[src/sv/multi_priority_event_queue_top_assert.svh]
// Assertion macros for the multi-priority event queue.
`ifndef MULTI_PRIORITY_EVENT_QUEUE_TOP_ASSERT_SVH
`define MULTI_PRIORITY_EVENT_QUEUE_TOP_ASSERT_SVH
`ifndef NO_ASSERTIONS
// ante holds -> cons holds in the same cycle
`define MPEQ_ASSERT_IMPLY(label, clk, rst, ante, cons) \
  label: assert property (@(posedge clk) disable iff (rst) (ante) |-> (cons)) \
    else $error("mpeq: same-cycle check failed");
// ante holds -> cons holds in the next cycle
`define MPEQ_ASSERT_NEXT(label, clk, rst, ante, cons) \
  label: assert property (@(posedge clk) disable iff (rst) (ante) |=> (cons)) \
    else $error("mpeq: next-cycle check failed");
`else
`define MPEQ_ASSERT_IMPLY(label, clk, rst, ante, cons)
`define MPEQ_ASSERT_NEXT(label, clk, rst, ante, cons)
`endif
`endif

[src/sv/mpeq_pkg.sv]
// Shared types and constants of the multi-priority event queue.
`default_nettype none
package mpeq_pkg;

  // fixed field widths
  localparam int PRIO_REQ_W = 8;
  localparam int ID_W       = 8;
  localparam int SIZE_W     = 8;
  localparam int DATA_W     = 64;
  localparam int STATUS_W   = 3;
  localparam int OUT_PRIO_W = 2;
  localparam int OUT_SIZE_W = 4;
  localparam int DEPTH_W    = 4;
  localparam int DROP_W     = 32;
  localparam int CFG_IDX_W  = 2;
  localparam int CFG_DATA_W = 9;
  localparam int MODE_W     = 2;
  localparam int FALLBACK_W = 2;
  localparam int LIMIT_W    = 9;
  localparam int EPR_W      = 3;

  // request commands
  localparam logic CMD_PUSH  = 1'b0;
  localparam logic CMD_ROUND = 1'b1;

  // result status codes
  localparam logic [STATUS_W-1:0] ST_QUEUED  = 3'd0;
  localparam logic [STATUS_W-1:0] ST_INVALID = 3'd1;
  localparam logic [STATUS_W-1:0] ST_DROPPED = 3'd2;
  localparam logic [STATUS_W-1:0] ST_HALTED  = 3'd3;
  localparam logic [STATUS_W-1:0] ST_EVENT   = 3'd4;
  localparam logic [STATUS_W-1:0] ST_EMPTY   = 3'd5;

  // config register indexes
  localparam logic [CFG_IDX_W-1:0] CFG_OVERFLOW_MODE = 2'd0;
  localparam logic [CFG_IDX_W-1:0] CFG_FALLBACK_PRIO = 2'd1;
  localparam logic [CFG_IDX_W-1:0] CFG_TYPE_LIMIT    = 2'd2;
  localparam logic [CFG_IDX_W-1:0] CFG_PER_ROUND     = 2'd3;

  // overflow modes (code 3 behaves as reject)
  localparam logic [MODE_W-1:0] MODE_REJECT      = 2'd0;
  localparam logic [MODE_W-1:0] MODE_DROP_OLDEST = 2'd1;
  localparam logic [MODE_W-1:0] MODE_HALT        = 2'd2;

  // config reset values
  localparam logic [MODE_W-1:0]     RST_MODE      = 2'd0;
  localparam logic [FALLBACK_W-1:0] RST_FALLBACK  = 2'd3;
  localparam logic [LIMIT_W-1:0]    RST_LIMIT     = 9'd256;
  localparam logic [EPR_W-1:0]      RST_PER_ROUND = 3'd4;

  // controller -> datapath
  typedef struct packed {
    logic load_in;
    logic exec_single;
    logic round_start;
    logic issue;
    logic next_prio;
    logic round_end;
    logic emit_event;
    logic emit_empty;
  } ctrl_cmd_t;

  // datapath -> controller
  typedef struct packed {
    logic is_round;
    logic halted;
    logic out_free;
    logic can_pop;
    logic prio_final;
    logic issue_last;
  } ctrl_sts_t;

endpackage
`default_nettype wire

[src/sv/mpeq_ctrl.sv]
// Sequencing state machine of the multi-priority event queue.
`default_nettype none
module mpeq_ctrl (
  input  wire logic                 clk,
  input  wire logic                 rst,
  input  wire logic                 in_valid,
  output logic                      in_stall,
  input  wire mpeq_pkg::ctrl_sts_t  sts,
  output mpeq_pkg::ctrl_cmd_t       cmd
);

  typedef enum logic [2:0] {
    S_IDLE,
    S_EXEC,
    S_SCAN,
    S_EMIT,
    S_EMPTY
  } state_t;

  state_t state;
  state_t state_next;

  always_comb begin
    cmd        = '0;
    state_next = state;
    unique case (state)
      S_IDLE: begin
        if (in_valid) begin
          cmd.load_in = 1'b1;
          state_next  = S_EXEC;
        end
      end
      S_EXEC: begin
        if (sts.is_round && !sts.halted) begin
          cmd.round_start = 1'b1;
          state_next      = S_SCAN;
        end else if (sts.out_free) begin
          cmd.exec_single = 1'b1;
          state_next      = S_IDLE;
        end
      end
      S_SCAN: begin
        if (sts.can_pop) begin
          cmd.issue  = 1'b1;
          state_next = S_EMIT;
        end else if (sts.prio_final) begin
          // walked every priority without finding an event
          cmd.round_end = 1'b1;
          state_next    = S_EMPTY;
        end else begin
          cmd.next_prio = 1'b1;
        end
      end
      S_EMIT: begin
        if (sts.out_free) begin
          cmd.emit_event = 1'b1;
          state_next     = sts.issue_last ? S_IDLE : S_SCAN;
        end
      end
      S_EMPTY: begin
        if (sts.out_free) begin
          cmd.emit_empty = 1'b1;
          state_next     = S_IDLE;
        end
      end
      default: state_next = S_IDLE;
    endcase
  end

  always_ff @(posedge clk) begin
    if (rst) begin
      state    <= S_IDLE;
      in_stall <= 1'b0;
    end else begin
      state    <= state_next;
      in_stall <= (state_next != S_IDLE);
    end
  end

endmodule
`default_nettype wire

[config.mk]
export PLATFORM = sky130hd
export DESIGN_NAME = mpeq_ctrl
export DESIGN_NICKNAME = d
export VERILOG_FILES = /design/src/sv/multi_priority_event_queue_top_assert.svh /design/src/sv/mpeq_pkg.sv /design/src/sv/mpeq_ctrl.sv
export SDC_FILE = /design/constraint.sdc
export NUM_CORES = 1
export LEC_CHECK = 0
export BUFFER_PORTS_ARGS = -buffer_cell sky130_fd_sc_hd__clkbuf_2
export CAP_MARGIN = 20
export CORE_AREA = 3 3 40 42
export CTS_BUF_LIST = sky130_fd_sc_hd__clkbuf_2 sky130_fd_sc_hd__clkbuf_4 sky130_fd_sc_hd__clkbuf_8
export DETAILED_ROUTE_END_ITERATION = 10
export DIE_AREA = 0 0 43 45
export PLACE_DENSITY = 0.54
export SYNTH_ARGS = -nofsm -noshare
export SYNTH_HDL_FRONTEND = slang
export SYNTH_SLANG_ARGS = --single-unit
[constraint.sdc]
create_clock -name clk -period 1.32 [get_ports clk]
set_clock_uncertainty 0.1 [all_clocks]
set_input_delay 0.396 -clock clk [delete_from_list [all_inputs] [get_ports clk]]
set_output_delay 0.396 -clock clk [all_outputs]
set_load 0.005 [all_outputs]
### Word level (Yosys, flattened, before mapping)

Index checks and enable logic that the tools add are counted.

* register bits: 4
* latch bits: 0
* bits in writable memories: 0
* ROM bits: 0
* bits of input ports: 9
* output and inout port bits: 9
* word-level logic and storage cells: 31
* memories kept: 0

* $add $sub $neg: 0
* $mul: 0
* divide/modulo/power cells: 0
* order comparisons: 0
* equality and inequality tests: 4
* shift-type cells: 0
* muxes and demuxes: 21
* bitwise gates (word level): 0
* reduce and logical (&&, ||, !) cells: 4

Operators by type and width (count)
* 3-bit two-way mux: 7
* 3-bit case mux with 5 select lines: 1
* 1-bit two-way mux: 10
* 3-bit by 2-bit equality test with 1-bit output (second input constant): 2
* 2-bit two-way mux: 3
* 3-bit by 1-bit equality test with 1-bit output (second input constant): 1
* 3-bit equality test (second input constant): 1
* 3-bit zero test: 1
* 3-bit nonzero test: 1
* 1-bit logical AND: 1
* 1-bit zero test: 1

### Depth between registers and ports, before layout

Gate-level depths: netlist (run 1).

* word-level depth: 5
* mapped depth: 4
* depth with buffers taken out: 3

### Worst setup path after synthesis (run 1)

No wires, ideal clock.

* path kind: register to output
* start point: reg state[2]
* end point: out cmd[6] (netlist name)
* data arrival time: 852 ps
* data required time: 824 ps
* setup slack: -28 ps
* cell stages (with the launch flop): 5
* path buffers: 1
* cell sequence: dfxtp_1 > buf_6 > and2b_1 > nand2_1 > nor3_1

RTL lines
* start: declaration: line mpeq_ctrl.sv:20 `state_t state;`
* start signal: assignment: line mpeq_ctrl.sv:75 `state <= state_next;`
* end: declaration: line mpeq_ctrl.sv:9 `output mpeq_pkg::ctrl_cmd_t cmd`

==> results of run 1 <==
-- flip-flops by register name, summed over array words and instances (netlist names) --
name,cells
state,3
in_stall,1
-- what timing repair did --
action / 4_1_cts / 5_1_grt
buffers inserted: 2 / 2
resized for setup: 9 / 14
endpoints found under the setup margin: 12 / 11
pin swaps: 3 / 3
-- worst max-delay path, delay by kind of cell (launching register included) --
kind,cells,cell delay (ps)
and+or+nand+nor,2,440
DFF,1,360
buffers and inverters,1,100
-- cells in the final DEF (no fill, tap or decap), types with 2 or more instances in the layout --
master and count:
clkbuf_2 12, buf_4 11, nor2_1 4, nor3_2 3, clkbuf_4 3, nand2_1 4
buf_6 5, nand2b_1 2, inv_1 3, buf_2 4, dfxtp_4 2
-- cell type report --
class | instances | area (sq um) | area share [%]
multi-input combinational | 28 | 258 | 41.7
timing repair buffer | 32 | 219 | 35.4
sequential | 4 | 88.8 | 14.4
clock buffer | 3 | 22.5 | 3.64
tap | 15 | 18.8 | 3.04
inverter | 3 | 11.3 | 1.82
-- worst max path at each step --
stage	cells after the start	from	slack, ps	to
after floorplan	4	state[2]	-2	cmd[5]
after global placement	5	sts[4]	-170	state[0]
after detailed placement	5	sts[4]	-160	state[0]
after CTS	3	state[2]	-310	cmd[1]
after global routing	4	state[2]	-360	cmd[5]
final	3	state[2]	-310	cmd[1]
-- layer usage --
layer	wire (um)	vias to the layer above	share of wire, %	global-route usage [%]
met5	0	-	0	0
met4	17	0	1.6	9.04
met3	71	2	6.7	1.99
met2	527	13	50	18.0
met1	447	180	42	10.8
li1	-	197	-	-
-- cell families after synthesis --
| logic type | synth area share [%] |
|---|---|
| AND/OR/NAND/NOR | 49.6 |
| AO/OA/AOI/OAI | 15.1 |
| flip-flops | 24.8 |
| buffers and inverters | 10.5 |
-- through the flow --
stage	total power [mW]	cell area, sq um	utilization, %	setup WS (ps)
finish	0.411	618	48.1	-307
global route	0.440	618	48.1	-359
CTS	0.401	557	43.3	-309
detailed placement	0.238	495	38.6	-164
global placement	0.238	495	38.6	-175
floorplan	0.184	332	-	-2.32
-- power breakdown --
group	total (mW)	switching, mW	internal (mW)	leakage, nW
Clock	0.149	0.0476	0.102	0.0138
Sequential	0.135	0.00687	0.128	0.0347
Combinational	0.127	0.0546	0.0723	0.258
-- synthesized netlist by cell type, drive strengths merged (2+ instances only) --
master,count
dfxtp,4
nand2,4
nor2,4
inv,3
nor3,3
a32oi,2
buf,2
nand2b,2
nor3b,2
==> flow_summary_export.csv, run 1 <==
group,metric,value,unit
synth,yosysTopAreaCell,"dfxtp_1",
clock_tree,cts_tree,"yes",
worst_setup_path,reg2reg_from,"state[1]",
synth,seq_area_frac_synth,24.8,%
clock_tree,cts.reportedPaths.clkPinSlew,40,ps
outcome,status,"finished with violations",
worst_setup_path,worstPathCellList,"and2b_2 > and3_4 > clkbuf_2",
clock_tree,insertion_delay,230,ps
worst_setup_path,crit_fanout,4,
clock_tree,clock_path_buffers,2,
worst_hold_path,min-delay-start,"rst",
worst_setup_path,reg2regPathDepth,4,
worst_setup_path,reg2reg_to,"state[0]",
place,place_hpwl,714,um
synth,synth_area_per_cell,8.72,sq um
synth,synth_warnings,0,
drt,vias_per_cell,4.61,
drt,wl_per_cell,12.5,um
floorplan,pin_count,18,
sta,finalCriticalPeriod,1630,ps
synth,synth.area.top_cells,"dfxtp_1 (25%), nor3b_2 (7.8%), nor4b_4 (7.4%), buf_6 (7.0%), a32oi_1 (5.4%)",
grt,antenna_found_initial,0,
sta,setup_viol,10,
synth,synth_fp_nets,46,
sta,tightest_slew,287,ps
sta,fin_crit_sh,123,%
power,cellPowerDensity,665,nW/um^2
sta,slew_headroom,80.8,%
drt,vias,392,
sta,finalSetupTns,-2310,ps
clock_tree,ctsHoldBuffers,0,
floorplan,start_util,25.1,%
worst_hold_path,min_to,"state[2]",
synth,ys_async_sr_fraction,0,%
grt,grt_pass1_wl,1.47,mm
grt,grt_max_degree,11,
clock_tree,cts_sinks,4,
synth,ys_seq_elements,4,
drt,drtIter0Drc,4,
clock_tree,clock-root-buffer,"clkbuf_4",
job,cap_violations,0,
finish,layout.cells.non_filler,85,
place,io_buffers,17,
grt,track_usage,10.4,%
grt,overflow,0,
sta,drv_slew,0,
floorplan,core_area,1280,sq um
worst_setup_path,cp.arrival,1130,ps
floorplan,die_area,1940,sq um
worst_setup_path,path_class,"reg -> out",
finish,nFillCells,129,
finish,diodes,0,
sta,grt_setup_unrepaired,"yes",
synth,netlist_area,323,sq um
finish,syn_to_final_growth,91.5,%
floorplan,chipHeight,45,um
synth,synth_edf_count,0,
grt,grt_pass1_vias,360,
place,routabilityCongestion,0.720,
place,placedCellCount,78,
floorplan,fp.dieW,43,um
power,p_leak,0.306,nW
worst_setup_path,worst_setup_path_end_kind,"output pin",
synth,synth_cell_types,20,
worst_hold_path,worstHoldPathType,"in -> reg",
drt,antenna_left,0,
sta,max_freq,615,MHz
worst_setup_path,start_kind,"flop",
sta,final-hold-violation-count,0,
drt,drt_wl_total,1.06,mm
synth,synthFlopType,"dfxtp_1",
synth,yosysTopAreaCellShare,24.8,%
finish,fin_nets,81,
sta,timing.hold.ws,393,ps
synth,netlist_instances,37,
outcome,violations,"setup timing",
drt,firstDrtPassIters,3,
clock_tree,h-tree-depth,1,
drt,drc,0,
worst_setup_path,rrSetupSlack,-110,ps
finish,drive_gt1_share,71.4,%
worst_setup_path,required,820,ps
worst_setup_path,critical_path.slowest_cell,"dfxtp_2",
sta,setup_ws,-307,ps
power,peakVddDrop,350,uV
worst_hold_path,hold_path_depth,3,
worst_setup_path,max_stage_delay,360,ps
floorplan,rows,13,
clock_tree,numCtsBuffers,3,
(Power assumes the default switching activity.)
==> run 2: changes to the inputs <==
Settings changed: PLACE_DENSITY 0.54 to unset, PLACE_DENSITY_LB_ADDON set to 0.1.
==> flow_summary_export.csv, run 2 (same netlist as run 1, synthesis figures left out) <==
group,metric,value,unit
floorplan,pin_count,18,
worst_setup_path,required,820,ps
grt,overflow,0,
power,cellPowerDensity,665,nW/um^2
floorplan,rows,13,
grt,grt_pass1_vias,376,
clock_tree,cts.reportedPaths.clkPinSlew,40,ps
worst_setup_path,rrSetupSlack,-90,ps
power,p_sw,0.111,mW
finish,reg_top3,"state (3), in_stall (1)",
sta,grt_setup_unrepaired,"yes",
worst_setup_path,crit_buf_inv,2,
power,seqPwrFrac,32.6,%
worst_hold_path,min-delay-start,"rst",
clock_tree,insertion_delay,240,ps
drt,vias_per_cell,4.67,
drt,drt_wl_total,1.00,mm
finish,regArea,86.3,sq um
sta,tightest_slew,294,ps
clock_tree,clock_path_buffers,2,
outcome,violations,"setup timing",
worst_hold_path,worstHoldPathType,"in -> reg",
clock_tree,h-tree-depth,1,
worst_hold_path,hold_path_depth,3,
place,place_hpwl,683,um
place,io_buffers,17,
sta,setup_viol,10,
finish,nFillCells,133,
finish,regMostFlops,"state",
worst_setup_path,crit_path_start,"state[0]",
sta,timing.hold.ws,401,ps
sta,finalCriticalPeriod,1620,ps
sta,max_freq,616,MHz
worst_setup_path,critPathTopFamily,"simple AND/OR/NAND/NOR gates",
place,routabilityCongestion,0.711,
floorplan,chipHeight,45,um
clock_tree,cts_tree,"yes",
worst_setup_path,path_class,"reg -> out",
job,cap_violations,0,
finish,multi_input_area,259,sq um
finish,final_cell_mix,"clkbuf_2 (12), buf_4 (12), buf_2 (5)",
drt,antenna_left,0,
finish,fin_util,48.8,%
sta,finalSetupTns,-2170,ps
worst_setup_path,reg2regPathDepth,5,
worst_setup_path,start_kind,"flop",
clock_tree,cts_sinks,4,
floorplan,start_util,25.1,%
power,p_int,0.306,mW
clock_tree,numCtsBuffers,3,
worst_setup_path,worstPathCellList,"buf_6 > and4bb_4 > clkbuf_2",
drt,firstDrtPassIters,4,
sta,drv_slew,0,
worst_setup_path,cp.arrival,1130,ps
finish,drive_gt1_share,76.1,%
sta,setup_ws,-304,ps
grt,grt_pass1_wl,1.55,mm
sta,fin_crit_sh,123,%
floorplan,fp.dieW,43,um
worst_setup_path,reg2reg_from,"state[0]",
drt,vias,402,
grt,antenna_found_initial,0,
floorplan,die_area,1940,sq um
clock_tree,clock-root-buffer,"clkbuf_4",
worst_setup_path,reg2reg_to,"in_stall",
worst_hold_path,min_to,"state[1]",
power,switching_share,26.7,%
finish,syn_to_final_growth,94.2,%
drt,wl_per_cell,11.7,um
worst_setup_path,max_stage_delay,330,ps
power,p_leak,0.316,nW
drt,drc,0,
power,peakVddDrop,339,uV
finish,largest_reg_flops,3,
finish,fin_nets,82,
drt,drtIter0Drc,5,
sta,slew_headroom,80.4,%
power,clkPwrFrac,36.6,%
worst_setup_path,crit_fanout,5,
grt,track_usage,10.9,%
worst_setup_path,worst_setup_path_end_kind,"output pin",
outcome,status,"finished with violations",
power,p_comb_share,30.8,%
sta,final-hold-violation-count,0,
finish,finalInstanceArea,627,sq um
worst_setup_path,critical_path.slowest_cell,"and4bb_4",
place,post-place-ws,-141,ps
place,placed_cell_area,485,sq um
finish,diodes,0,
floorplan,core_area,1280,sq um
grt,grt_max_degree,12,
[run 2: metrics by stage]
step	instances	total power, mW
6_report	86	0.417
5_1_grt	86	0.440
4_1_cts	83	0.404
3_5_place_dp	75	0.234
3_3_place_gp	75	0.235
2_1_floorplan	37	0.184
[run 2: repair_timing]
action	in CTS	in global routing
pin swaps	2	4
hold buffers	0	0
setup endpoints to repair	10	10
buffers inserted	5	4
gates resized for setup	11	11
[run 2: how the worst max path moves through the flow]
stage / to / slack, ps / cells past startpoint
2_1_floorplan: cmd[5] / -2 / 4
3_3_place_gp: cmd[5] / -140 / 5
3_5_place_dp: cmd[5] / -140 / 5
4_1_cts: cmd[4] / -310 / 3
5_1_grt: cmd[6] / -330 / 4
6_report: cmd[4] / -300 / 3
[run 2: cell type report]
class,instances,area share [%]
Sequential cell,4,13.8
Clock buffer,3,3.59
Inverter,3,1.80
Timing Repair Buffer,33,36.5
Tap cell,15,2.99
Multi-Input combinational cell,28,41.3
[run 2: power groups by stage]
stage | sequential, mW | combinational (mW) | clock, mW
global route | 0.137 | 0.142 | 0.161
finish | 0.136 | 0.128 | 0.153
global placement | 0.138 | 0.0974 | 0
detailed placement | 0.137 | 0.0969 | 0
CTS | 0.136 | 0.109 | 0.159
floorplan | 0.138 | 0.0465 | 0
[run 2: worst register-to-register path: stages, from the launching register on]
cell and delay [ps]:
dfxtp_2 340, buf_6 120, and4bb_4 230, buf_6 120
a211oi_4 240, a41oi_2 120
[run 2: routing by layer]
layer | vias up | track usage, % | wire [um] | part of all wire (%)
met4 | 0 | 9.04 | 30 | 3.0
met3 | 4 | 1.99 | 74 | 7.4
li1 | 201 | - | - | -
met1 | 181 | 13.7 | 387 | 39
met5 | - | 0 | 0 | 0
met2 | 16 | 16.2 | 509 | 51
==> run 3: changes to the inputs <==
Settings changed: PLACE_DENSITY_LB_ADDON 0.1 to unset.
==> flow_summary_export.csv, run 3 (same netlist as run 1, synthesis figures left out) <==
group,metric,value,unit
outcome,status,"finished with violations",
outcome,violations,"setup timing",
drt,firstDrtPassIters,2,
grt,grt_pass1_vias,353,
floorplan,die_area,1940,sq um
sta,finalCriticalPeriod,1610,ps
finish,final_cell_mix,"clkbuf_2 (11), buf_4 (7), buf_6 (6)",
clock_tree,h-tree-depth,1,
grt,antenna_found_initial,0,
worst_setup_path,path_class,"reg -> out",
sta,setup_viol,12,
sta,setup_ws,-294,ps
power,seqPwrFrac,33.3,%
drt,drt_wl_total,958,um
place,routabilityCongestion,0.754,
sta,finalSetupTns,-2250,ps
finish,layout_commonest_cell,"clkbuf_2",
power,p_comb_share,29.8,%
floorplan,core_area,1280,sq um
clock_tree,insertion_delay,230,ps
power,peakVddDrop,399,uV
finish,largest_reg_flops,3,
clock_tree,cts_sinks,4,
job,cap_violations,0,
grt,grt_max_degree,7,
power,switching_share,25.5,%
clock_tree,cts_tree,"yes",
finish,syn_to_final_growth,79.8,%
finish,layout.cells.non_filler,81,
drt,vias,378,
grt,grt_pass1_wl,1.52,mm
clock_tree,clock_path_buffers,2,
worst_setup_path,cp.arrival,1120,ps
power,p_leak,0.288,nW
finish,nFillCells,126,
finish,diodes,0,
power,p_int,0.299,mW
sta,tightest_slew,260,ps
clock_tree,ctsHoldBuffers,0,
floorplan,fp.dieW,43,um
sta,max_freq,620,MHz
sta,grt_setup_unrepaired,"yes",
clock_tree,clock-root-buffer,"clkbuf_4",
finish,fin_nets,77,
place,io_buffers,17,
grt,track_usage,10.9,%
drt,drtIter0Drc,3,
floorplan,start_util,25.1,%
clock_tree,numCtsBuffers,3,
drt,wl_per_cell,11.8,um
sta,fin_crit_sh,122,%
power,clkPwrFrac,36.9,%
worst_setup_path,crit_fanout,4,
sta,drv_slew,0,
worst_setup_path,start_kind,"flop",
grt,overflow,0,
finish,drive_gt1_share,74.2,%
floorplan,chipHeight,45,um
clock_tree,cts.reportedPaths.clkPinSlew,40,ps
worst_setup_path,worst_setup_path_end_kind,"output pin",
finish,reg_top3,"state (3), in_stall (1)",
floorplan,pin_count,18,
floorplan,rows,13,
sta,slew_headroom,82.7,%
sta,final-hold-violation-count,0,
power,cellPowerDensity,691,nW/um^2
drt,vias_per_cell,4.67,
worst_setup_path,required,820,ps
finish,regMostFlops,"state",
power,p_sw,0.102,mW
worst_hold_path,worstHoldPathType,"in -> reg",
drt,antenna_left,0,
drt,drc,0,
place,placedCellCount,74,
run 3: area by class of cell:
type	instances	area (sq um)	share of cell area [%]
clock buffer	3	22.5	3.88
inverter	3	11.3	1.94
multi-input combinational	28	246	42.5
sequential	4	86.3	14.9
tap	15	18.8	3.23
timing repair buffer	28	195	33.6
run 3: power by group through the flow:
| stage | combinational (mW) | sequential [mW] | clock (mW) |
|---|---|---|---|
| after floorplan | 0.0465 | 0.138 | 0 |
| after global placement | 0.0909 | 0.136 | 0 |
| after detailed placement | 0.0912 | 0.136 | 0 |
| after CTS | 0.108 | 0.133 | 0.158 |
| after global routing | 0.131 | 0.135 | 0.162 |
| final | 0.120 | 0.134 | 0.148 |
run 3: critical path, cell delays in order, from the launching register on:
cell,delay [ps]
dfxtp_2,320
and2b_2,250
nand2_1,70
nor3_2,110
buf_2,140
run 3: path summary, 6_finish.rpt:
kind / slack, ps / cells past startpoint / start / endpoint
setup / recovery: -290 / 4 / state[2] / cmd[6]
hold / removal: 400 / 3 / rst / state[1]
setup reg to reg: -170 / 4 / state[1] / in_stall
hold reg to reg: 550 / 3 / state[2] / state[2]
run 3: routing by layer:
metal  global-route usage [%]  vias up  wire length (um)
li1                         -      192                 -
met1                     13.7      171               429
met2                     16.5       15               451
met3                     1.59        0                77
met4                     9.04        0                 0
met5                        0        -                 0
run 3: stage by stage:
step	total power, mW	cell area (sq um)	hold slack (ps)	util (%)	setup WS [ps]
detailed placement	0.228	465	536	36.2	-177
global placement	0.227	465	529	36.2	-169
finish	0.401	581	399	45.2	-294
CTS	0.399	536	395	41.7	-303
floorplan	0.184	332	482	-	-2.32
global route	0.427	581	439	45.2	-375
run 3: timing repair:
| item | 4_1_cts | 5_1_grt |
|---|---|---|
| setup endpoints to repair | 10 | 10 |
| pin swaps | 6 | 2 |
| gates resized for setup | 11 | 13 |
| gates cloned | 0 | 0 |
| setup buffers | 3 | 1 |
